===== src/hw/rtl/mhpq_pkg.sv =====
package mhpq_pkg;

  localparam int SLOTS   = 16;
  localparam int ADDR_W  = $clog2(SLOTS);
  localparam int DATA_W  = 32;
  localparam int COUNT_W = 4;

  localparam logic OP_INSERT = 1'b0;
  localparam logic OP_REMOVE = 1'b1;

  // ram read address source
  typedef enum logic [2:0] {
    RA_ROOT,
    RA_LAST,
    RA_PARENT,
    RA_LEFT,
    RA_RIGHT
  } rd_sel_t;

  // ram write data source
  typedef enum logic [1:0] {
    WD_V,
    WD_RD,
    WD_BEST
  } wr_sel_t;

  // position register source
  typedef enum logic [2:0] {
    PS_INS,
    PS_ROOT,
    PS_PARENT,
    PS_LEFT,
    PS_BEST
  } pos_sel_t;

  typedef struct packed {
    logic     load_ins;
    logic     set_fail;
    logic     ld_removed;
    logic     ld_last;
    logic     ld_lval;
    logic     ld_out;
    logic     pos_ld;
    pos_sel_t pos_sel;
    logic     rd_en;
    rd_sel_t  rd_sel;
    logic     wr_en;
    wr_sel_t  wr_sel;
  } cmd_t;

  typedef struct packed {
    logic full;
    logic empty;
    logic pos_root;
    logic has_left;
    logic has_right;
    logic rd_gt_v;
    logic v_gt_rd;
    logic rd_gt_l;
    logic l_gt_v;
    logic out_free;
  } sts_t;

endpackage


===== src/hw/rtl/mhpq_ram.sv =====
module mhpq_ram #(
  parameter int WIDTH = 32,
  parameter int DEPTH = 16
) (
  input  logic                     clk,
  input  logic                     we,
  input  logic [$clog2(DEPTH)-1:0] waddr,
  input  logic [WIDTH-1:0]         wdata,
  input  logic                     re,
  input  logic [$clog2(DEPTH)-1:0] raddr,
  output logic [WIDTH-1:0]         rdata
);

  logic [WIDTH-1:0] mem [DEPTH];

  always_ff @(posedge clk) begin
    if (we) begin
      mem[waddr] <= wdata;
    end
    if (re) begin
      rdata <= mem[raddr];
    end
  end

endmodule


===== src/hw/rtl/mhpq_dp.sv =====
module mhpq_dp (
  input  logic                                 clk,
  input  logic                                 rst,
  input  mhpq_pkg::cmd_t                       cmd,
  output mhpq_pkg::sts_t                       sts,
  input  logic signed [mhpq_pkg::DATA_W-1:0]   value,
  input  logic                                 out_ready,
  output logic                                 out_valid,
  output logic                                 ok,
  output logic signed [mhpq_pkg::DATA_W-1:0]   removed_value,
  output logic signed [mhpq_pkg::DATA_W-1:0]   top_value,
  output logic [mhpq_pkg::COUNT_W-1:0]         count,
  output logic                                 is_empty
);
  import mhpq_pkg::*;

  logic [ADDR_W-1:0]        cnt;
  logic [ADDR_W-1:0]        pos;
  logic signed [DATA_W-1:0] v;
  logic signed [DATA_W-1:0] lval;
  logic signed [DATA_W-1:0] removed;
  logic                     ok_w;

  logic signed [DATA_W-1:0] rd;
  logic [ADDR_W-1:0]        raddr;
  logic signed [DATA_W-1:0] wdata;
  logic [ADDR_W:0]          left;
  logic [ADDR_W:0]          right;
  logic [ADDR_W-1:0]        pos_next;
  logic [ADDR_W-1:0]        best_idx;
  logic signed [DATA_W-1:0] best_val;

  assign left  = {pos, 1'b0};
  assign right = {pos, 1'b1};

  // right child wins only on strictly greater
  assign best_val = sts.rd_gt_l ? rd : lval;
  assign best_idx = sts.rd_gt_l ? right[ADDR_W-1:0] : left[ADDR_W-1:0];

  assign sts.full      = (cnt == ADDR_W'(SLOTS - 1));
  assign sts.empty     = (cnt == '0);
  assign sts.pos_root  = (pos == ADDR_W'(1));
  assign sts.has_left  = (left <= {1'b0, cnt});
  assign sts.has_right = (right <= {1'b0, cnt});
  assign sts.rd_gt_v   = (rd > v);
  assign sts.v_gt_rd   = (v > rd);
  assign sts.rd_gt_l   = (rd > lval);
  assign sts.l_gt_v    = (lval > v);
  assign sts.out_free  = !out_valid || out_ready;

  always_comb begin
    unique case (cmd.rd_sel)
      RA_ROOT:   raddr = ADDR_W'(1);
      RA_LAST:   raddr = cnt;
      RA_PARENT: raddr = pos >> 1;
      RA_LEFT:   raddr = left[ADDR_W-1:0];
      RA_RIGHT:  raddr = right[ADDR_W-1:0];
      default:   raddr = ADDR_W'(1);
    endcase
  end

  always_comb begin
    unique case (cmd.wr_sel)
      WD_V:    wdata = v;
      WD_RD:   wdata = rd;
      WD_BEST: wdata = best_val;
      default: wdata = v;
    endcase
  end

  always_comb begin
    unique case (cmd.pos_sel)
      PS_INS:    pos_next = cnt + ADDR_W'(1);
      PS_ROOT:   pos_next = ADDR_W'(1);
      PS_PARENT: pos_next = pos >> 1;
      PS_LEFT:   pos_next = left[ADDR_W-1:0];
      PS_BEST:   pos_next = best_idx;
      default:   pos_next = pos;
    endcase
  end

  mhpq_ram #(
    .WIDTH(DATA_W),
    .DEPTH(SLOTS)
  ) u_ram (
    .clk  (clk),
    .we   (cmd.wr_en),
    .waddr(pos),
    .wdata(wdata),
    .re   (cmd.rd_en),
    .raddr(raddr),
    .rdata(rd)
  );

  always_ff @(posedge clk) begin
    if (rst) begin
      cnt       <= '0;
      out_valid <= 1'b0;
    end else begin
      if (cmd.load_ins) begin
        cnt <= cnt + ADDR_W'(1);
      end else if (cmd.ld_last) begin
        cnt <= cnt - ADDR_W'(1);
      end
      if (cmd.ld_out) begin
        out_valid <= 1'b1;
      end else if (out_ready) begin
        out_valid <= 1'b0;
      end
    end
  end

  always_ff @(posedge clk) begin
    if (cmd.pos_ld) begin
      pos <= pos_next;
    end
    if (cmd.load_ins) begin
      v <= value;
    end else if (cmd.ld_last) begin
      v <= rd;
    end
    if (cmd.ld_lval) begin
      lval <= rd;
    end
    if (cmd.load_ins) begin
      ok_w    <= 1'b1;
      removed <= '1;
    end else if (cmd.set_fail) begin
      ok_w    <= 1'b0;
      removed <= '1;
    end else if (cmd.ld_removed) begin
      ok_w    <= 1'b1;
      removed <= rd;
    end
    if (cmd.ld_out) begin
      ok            <= ok_w;
      removed_value <= removed;
      top_value     <= sts.empty ? '1 : rd;
      count         <= COUNT_W'(cnt);
      is_empty      <= sts.empty;
    end
  end

endmodule


===== src/hw/rtl/mhpq_ctrl.sv =====
module mhpq_ctrl (
  input  logic           clk,
  input  logic           rst,
  input  logic           in_valid,
  output logic           in_ready,
  input  logic           opcode,
  input  mhpq_pkg::sts_t sts,
  output mhpq_pkg::cmd_t cmd
);
  import mhpq_pkg::*;

  typedef enum logic [9:0] {
    ST_IDLE     = 10'b0000000001,
    ST_RM_ROOT  = 10'b0000000010,
    ST_RM_LAST  = 10'b0000000100,
    ST_UP       = 10'b0000001000,
    ST_UP_CMP   = 10'b0000010000,
    ST_DN       = 10'b0000100000,
    ST_DN_LEFT  = 10'b0001000000,
    ST_DN_RIGHT = 10'b0010000000,
    ST_TOP_RD   = 10'b0100000000,
    ST_TOP      = 10'b1000000000
  } state_t;

  state_t state;
  state_t state_next;

  always_ff @(posedge clk) begin
    if (rst) begin
      state <= ST_IDLE;
    end else begin
      state <= state_next;
    end
  end

  assign in_ready = (state == ST_IDLE);

  always_comb begin
    cmd        = '0;
    cmd.rd_sel = RA_ROOT;
    cmd.wr_sel = WD_V;
    cmd.pos_sel = PS_ROOT;
    state_next = state;
    unique case (state)
      ST_IDLE: begin
        if (in_valid) begin
          if (opcode == OP_INSERT) begin
            if (sts.full) begin
              cmd.set_fail = 1'b1;
              state_next   = ST_TOP_RD;
            end else begin
              cmd.load_ins = 1'b1;
              cmd.pos_ld   = 1'b1;
              cmd.pos_sel  = PS_INS;
              state_next   = ST_UP;
            end
          end else begin
            if (sts.empty) begin
              cmd.set_fail = 1'b1;
              state_next   = ST_TOP_RD;
            end else begin
              cmd.rd_en  = 1'b1;
              cmd.rd_sel = RA_ROOT;
              state_next = ST_RM_ROOT;
            end
          end
        end
      end
      ST_RM_ROOT: begin
        cmd.ld_removed = 1'b1;
        cmd.rd_en      = 1'b1;
        cmd.rd_sel     = RA_LAST;
        state_next     = ST_RM_LAST;
      end
      ST_RM_LAST: begin
        // last item becomes the moving value, sift starts at the root
        cmd.ld_last = 1'b1;
        cmd.pos_ld  = 1'b1;
        cmd.pos_sel = PS_ROOT;
        state_next  = ST_DN;
      end
      ST_UP: begin
        if (sts.pos_root) begin
          cmd.wr_en  = 1'b1;
          cmd.wr_sel = WD_V;
          state_next = ST_TOP_RD;
        end else begin
          cmd.rd_en  = 1'b1;
          cmd.rd_sel = RA_PARENT;
          state_next = ST_UP_CMP;
        end
      end
      ST_UP_CMP: begin
        // parent moves down only when the new value is strictly greater
        if (sts.v_gt_rd) begin
          cmd.wr_en   = 1'b1;
          cmd.wr_sel  = WD_RD;
          cmd.pos_ld  = 1'b1;
          cmd.pos_sel = PS_PARENT;
          state_next  = ST_UP;
        end else begin
          cmd.wr_en  = 1'b1;
          cmd.wr_sel = WD_V;
          state_next = ST_TOP_RD;
        end
      end
      ST_DN: begin
        if (sts.has_left) begin
          cmd.rd_en  = 1'b1;
          cmd.rd_sel = RA_LEFT;
          state_next = ST_DN_LEFT;
        end else begin
          cmd.wr_en  = 1'b1;
          cmd.wr_sel = WD_V;
          state_next = ST_TOP_RD;
        end
      end
      ST_DN_LEFT: begin
        cmd.ld_lval = 1'b1;
        priority if (sts.has_right) begin
          cmd.rd_en  = 1'b1;
          cmd.rd_sel = RA_RIGHT;
          state_next = ST_DN_RIGHT;
        end else if (sts.rd_gt_v) begin
          cmd.wr_en   = 1'b1;
          cmd.wr_sel  = WD_RD;
          cmd.pos_ld  = 1'b1;
          cmd.pos_sel = PS_LEFT;
          state_next  = ST_DN;
        end else begin
          cmd.wr_en  = 1'b1;
          cmd.wr_sel = WD_V;
          state_next = ST_TOP_RD;
        end
      end
      ST_DN_RIGHT: begin
        if (sts.rd_gt_l ? sts.rd_gt_v : sts.l_gt_v) begin
          cmd.wr_en   = 1'b1;
          cmd.wr_sel  = WD_BEST;
          cmd.pos_ld  = 1'b1;
          cmd.pos_sel = PS_BEST;
          state_next  = ST_DN;
        end else begin
          cmd.wr_en  = 1'b1;
          cmd.wr_sel = WD_V;
          state_next = ST_TOP_RD;
        end
      end
      ST_TOP_RD: begin
        cmd.rd_en  = 1'b1;
        cmd.rd_sel = RA_ROOT;
        state_next = ST_TOP;
      end
      ST_TOP: begin
        if (sts.out_free) begin
          cmd.ld_out = 1'b1;
          state_next = ST_IDLE;
        end
      end
      default: begin
        state_next = ST_IDLE;
      end
    endcase
  end

endmodule


===== src/hw/rtl/max_heap_priority_queue_top.sv =====
// per item: a refused item only reads the root for the result; an insert climbs
// while it is greater than its parent, a remove moves the last item to the root and
// sifts it down while a child is greater, then the root is read for the result.
// throughput: one item at a time, paced by the heap ram, used for a read or a write
// at a time; a waiting result does not block the next item's accept, only its result.
// reset: clears item count, out_valid and controller; ram not cleared
module max_heap_priority_queue_top (
  input  logic                               clk,
  input  logic                               rst,
  input  logic                               in_valid,
  output logic                               in_ready,
  input  logic                               opcode,
  input  logic signed [mhpq_pkg::DATA_W-1:0] value,
  output logic                               out_valid,
  input  logic                               out_ready,
  output logic                               ok,
  output logic signed [mhpq_pkg::DATA_W-1:0] removed_value,
  output logic signed [mhpq_pkg::DATA_W-1:0] top_value,
  output logic [mhpq_pkg::COUNT_W-1:0]       count,
  output logic                               is_empty
);
  import mhpq_pkg::*;

  cmd_t cmd;
  sts_t sts;

  mhpq_ctrl u_ctrl (
    .clk     (clk),
    .rst     (rst),
    .in_valid(in_valid),
    .in_ready(in_ready),
    .opcode  (opcode),
    .sts     (sts),
    .cmd     (cmd)
  );

  mhpq_dp u_dp (
    .clk          (clk),
    .rst          (rst),
    .cmd          (cmd),
    .sts          (sts),
    .value        (value),
    .out_ready    (out_ready),
    .out_valid    (out_valid),
    .ok           (ok),
    .removed_value(removed_value),
    .top_value    (top_value),
    .count        (count),
    .is_empty     (is_empty)
  );

`ifndef ASSERT_OFF
  // one item at a time: busy right after an accept
  a_busy_after_accept: assert property (@(posedge clk) disable iff (rst)
    in_valid && in_ready |=> !in_ready)
    else $error("accepted a second item while one is in progress");

  // a new result appears only as the controller returns to idle
  a_result_at_idle: assert property (@(posedge clk) disable iff (rst)
    $rose(out_valid) |-> in_ready)
    else $error("result loaded while an item is still in progress");

  // ram is never written and read in the same cycle
  a_ram_port: assert property (@(posedge clk) disable iff (rst)
    !(cmd.rd_en && cmd.wr_en))
    else $error("heap ram read and write collide");

  a_refused_no_value: assert property (@(posedge clk) disable iff (rst)
    out_valid && !ok |-> removed_value == '1)
    else $error("refused item reports a removed value");

  a_empty_top: assert property (@(posedge clk) disable iff (rst)
    out_valid && is_empty |-> top_value == '1 && count == '0)
    else $error("empty heap reports a top value or a count");
`endif

endmodule

===== config.mk =====
export PLATFORM = sky130hd
export DESIGN_NAME = max_heap_priority_queue_top
export DESIGN_NICKNAME = d
export VERILOG_FILES = /design/src/hw/rtl/mhpq_pkg.sv /design/src/hw/rtl/mhpq_ram.sv /design/src/hw/rtl/mhpq_dp.sv /design/src/hw/rtl/mhpq_ctrl.sv /design/src/hw/rtl/max_heap_priority_queue_top.sv
export SDC_FILE = /design/constraint.sdc
export NUM_CORES = 1
export LEC_CHECK = 0
export BUFFER_PORTS_ARGS = -buffer_cell sky130_fd_sc_hd__buf_4
export CORE_MARGIN = 10
export CORE_UTILIZATION = 59
export CTS_CLUSTER_DIAMETER = 200
export CTS_CLUSTER_SIZE = 20
export DETAILED_ROUTE_END_ITERATION = 8
export HOLD_SLACK_MARGIN = 0.08
export PLACE_DENSITY = 0.76
export REMOVE_ABC_BUFFERS = 1
export SLEW_MARGIN = 20
export SYNTH_ARGS = -nofsm -noshare
export SYNTH_HDL_FRONTEND = slang
export SYNTH_SLANG_ARGS = --single-unit

===== constraint.sdc =====
create_clock -name clk -period 9.8 [get_ports clk]
set_clock_uncertainty 0.15 [all_clocks]
set_input_delay 2.45 -clock clk [delete_from_list [all_inputs] [get_ports clk]]
set_output_delay 2.45 -clock clk [all_outputs]
set_load 0.01 [all_outputs]

==> impl_metrics.env <==
export IMPL_grt_pass1_wl_microns=122700
export IMPL_synth_top_cells_by_count="edfxtp_1, nand2_1, a211oi_1"
export IMPL_relSlewSlack_pct=22.58
export IMPL_row_count=83
export IMPL_synth_edff_count=682
export IMPL_grt_usage_pct=25.68
export IMPL_fin_crit_sh_pct=65.56
export IMPL_nFillCells=3696
export IMPL_path_common_cell="ha_1"
export IMPL_cts_tree="done"
export IMPL_place_ws_ns=3.587
export IMPL_place_gp_congestion=0.9058
export IMPL_dieArea_sq_um=62180
export IMPL_critPathMaxStageDelay_ns=0.91
export IMPL_path_max_fanout=16
export IMPL_critical_path_slowest_cell="a21oi_1"
export IMPL_htreeDepth=2
export IMPL_cts_resized=0
export IMPL_peakVddDrop_v=0.0001171
export IMPL_ys_types=58
export IMPL_port_buffers=108
export IMPL_avgSynthCellArea_sq_um=13.03
export IMPL_hold_ws_ns=0.2818
export IMPL_outcome="complete, no violations"
export IMPL_syn_to_final_growth_pct=9.232
export IMPL_post_cts_buffers=0
export IMPL_yosys_warnings=0
export IMPL_drt_vias_per_instance=6.534
export IMPL_routed_wl_microns=82770
export IMPL_timing_final_ws_setup_ns=3.375
export IMPL_max_freq_mhz=155.6
export IMPL_holdCritPathClass="register to register"
export IMPL_hold_buffers=0
export IMPL_start_util_pct=60.01
export IMPL_setup_viol=0
export IMPL_ys_async_sr_fraction_pct=0
export IMPL_overflow=0
export IMPL_ant_nets=0
export IMPL_synth_top_area_share_pct=65.99
export IMPL_numCtsBuffers=42
export IMPL_power_w=0.006207
export IMPL_drt_iter0_markers=2655
export IMPL_vias=20550
export IMPL_crit_path_end_kind="register"
export IMPL_clk_latency_ns=0.61
export IMPL_p_leak_nw=11.87
export IMPL_grt_pass1_vias=19680
export IMPL_p_per_area_nw_per_um2=183.1
export IMPL_start_kind="register"
export IMPL_post_route_cell_area_sq_um=33900
export IMPL_cts_path_max_buffers=3
export IMPL_slew_violations=0
export IMPL_ys_seq_area_share_pct=69.08
export IMPL_cp_top_family="compound AO/OA/AOI/OAI gates"
export IMPL_synth_top_area_cell="edfxtp_1"
export IMPL_crit_arrival_ns=6.52
export IMPL_cts_num_sinks=730
export IMPL_period_minus_slack_ns=6.425
export IMPL_firstDrtPassIters=6
export IMPL_fin_util_pct=65.55
export IMPL_nets=2574
export IMPL_path_cells="ha_1 -> nand4_1 -> nor4_1 -> a21boi_0 -> o41a_1 -> nor3_1 -> xnor2_1 -> nor2_1 -> a31oi_1 -> ha_1 -> nor2b_2 -> buf_4 -> a221oi_1 -> a21oi_1"
export IMPL_max_cap_violations=0
export IMPL_antenna_found_initial=0
export IMPL_placed_area_sq_um=32640
export IMPL_synth_area_leaders="edfxtp_1, nand2_1, ha_1"
export IMPL_synth_ff_type="edfxtp_1"
export IMPL_cts_root_buffer="clkbuf_16"
export IMPL_synthCells=2382
export IMPL_ios=109
export IMPL_layout_drive_gt1_share_pct=11.53
export IMPL_die_y_microns=249.4
export IMPL_coreArea_sq_um=51720
export IMPL_hold_viol=0
export IMPL_syn_area_sq_um=31040
export IMPL_worst_pin_slew_ns=1.161
export IMPL_ys_seq_elements=730
export IMPL_post_drt_wl_per_cell_microns=26.32
export IMPL_dp_hpwl_microns=48050
export IMPL_path_clk_slew_ns=0.08
export IMPL_yosysMostFrequentCell="edfxtp_1"
export IMPL_required_ns=9.90
export IMPL_die_width_microns=249.4
export IMPL_path_buf_inv=1
export IMPL_critPathKind="register to register"
export IMPL_grt_max_degree=165
export IMPL_rsz0062_at_grt="false"
export IMPL_drcViolationCount=0
-- cell families (layout without fill, tap and decap cells) --
kind of cell	count (synthesis)	in the layout	synth area share (%)
buffers and inverters	224	306	2.830
multiplexers	5	5	0.1774
AND/OR/NAND/NOR	782	782	11.77
AO/OA/AOI/OAI	531	531	11.78
XOR/XNOR	6	6	0.1693
flip-flops	730	730	69.08
adder cells (fa/ha/maj)	104	104	4.193
other	0	1	0
-- registers in the layout, summed over array words and instances, names as in the netlist, 4 cells and up --
name and cells:
u_dp.pos 4, u_dp.v 32, u_dp.u_ram.mem 512, u_dp.top_value 32, u_dp.cnt 4, u_dp.count 4
u_dp.removed_value 32, u_dp.removed 32, u_dp.lval 32, u_ctrl.state 10, u_dp.u_ram.rdata 32
-- metal layers --
metal	GRT usage (%)	part of all wire (%)	vias up
met4	9.460	3.6	0
met1	34.96	39	10160
met2	40.75	47	1178
met5	0	0	-
met3	4.665	10	173
li1	-	-	9040
-- placed cells by master, fill, tap and decap left out, types with 5 or more instances in the layout --
cell and count:
a211oi_1 163, a21o_1 10, a21oi_1 120, a21oi_2 14
a221oi_1 36, a22oi_1 5, a311oi_1 64, a31oi_1 67
and2_0 6, and2_1 126, and4_1 5, buf_4 148
clkbuf_1 30, clkbuf_16 43, dfxtp_1 48, edfxtp_1 682
ha_1 103, inv_1 82, nand2_1 452, nand2b_1 6
nand3_1 46, nand4_1 18, nand4b_1 5, nor2_1 29
nor2_4 12, nor2b_1 5, nor4_1 5, o211ai_1 6
o21ai_0 22, or2_2 35, xnor2_1 5
-- power by group --
group	internal (W)	switching [W]	leakage (nW)
Clock	0.000833	0.000979	0.576
Combinational	0.000216	0.000539	4.71
Sequential	0.00357	0.0000679	6.58
Total	0.00462	0.00159	11.9
-- path summary, 6_finish.rpt --
| check | start | to | slack, ns | cells after the start |
|---|---|---|---|---|
| min reg2reg | u_dp.removed[21] | u_dp.removed_value[21] | 0.28 | 0 |
| max reg2reg | u_dp.u_ram.rdata[14] | u_dp.u_ram.mem[1][5] | 3.38 | 14 |
| max | u_dp.u_ram.rdata[14] | u_dp.u_ram.mem[1][5] | 3.38 | 14 |
| min | u_dp.removed[21] | u_dp.removed_value[21] | 0.28 | 0 |
-- metrics by stage --
| step | cells | TNS, ns |
|---|---|---|
| floorplan | 2240 | -26.58 |
| global placement | 3069 | 0 |
| detailed placement | 3069 | 0 |
| CTS | 3144 | 0 |
| global route | 3144 | 0 |
| finish | 3145 | 0 |
-- layout make-up --
| type | instances | area, sq um | share of cell area [%] |
|---|---|---|---|
| inverters | 82 | 307.8 | 0.9079 |
| multi-input cells | 1428 | 8960 | 26.43 |
| clock inverters | 2 | 20.02 | 0.05905 |
| well taps | 680 | 850.8 | 2.510 |
| repair buffers | 149 | 1131 | 3.336 |
| flip-flops and latches | 730 | 21440 | 63.24 |
| clock buffers | 73 | 1189 | 3.506 |
| diodes | 1 | 2.502 | 0.007381 |
No activity file was read; power rests on OpenSTA's default activity.
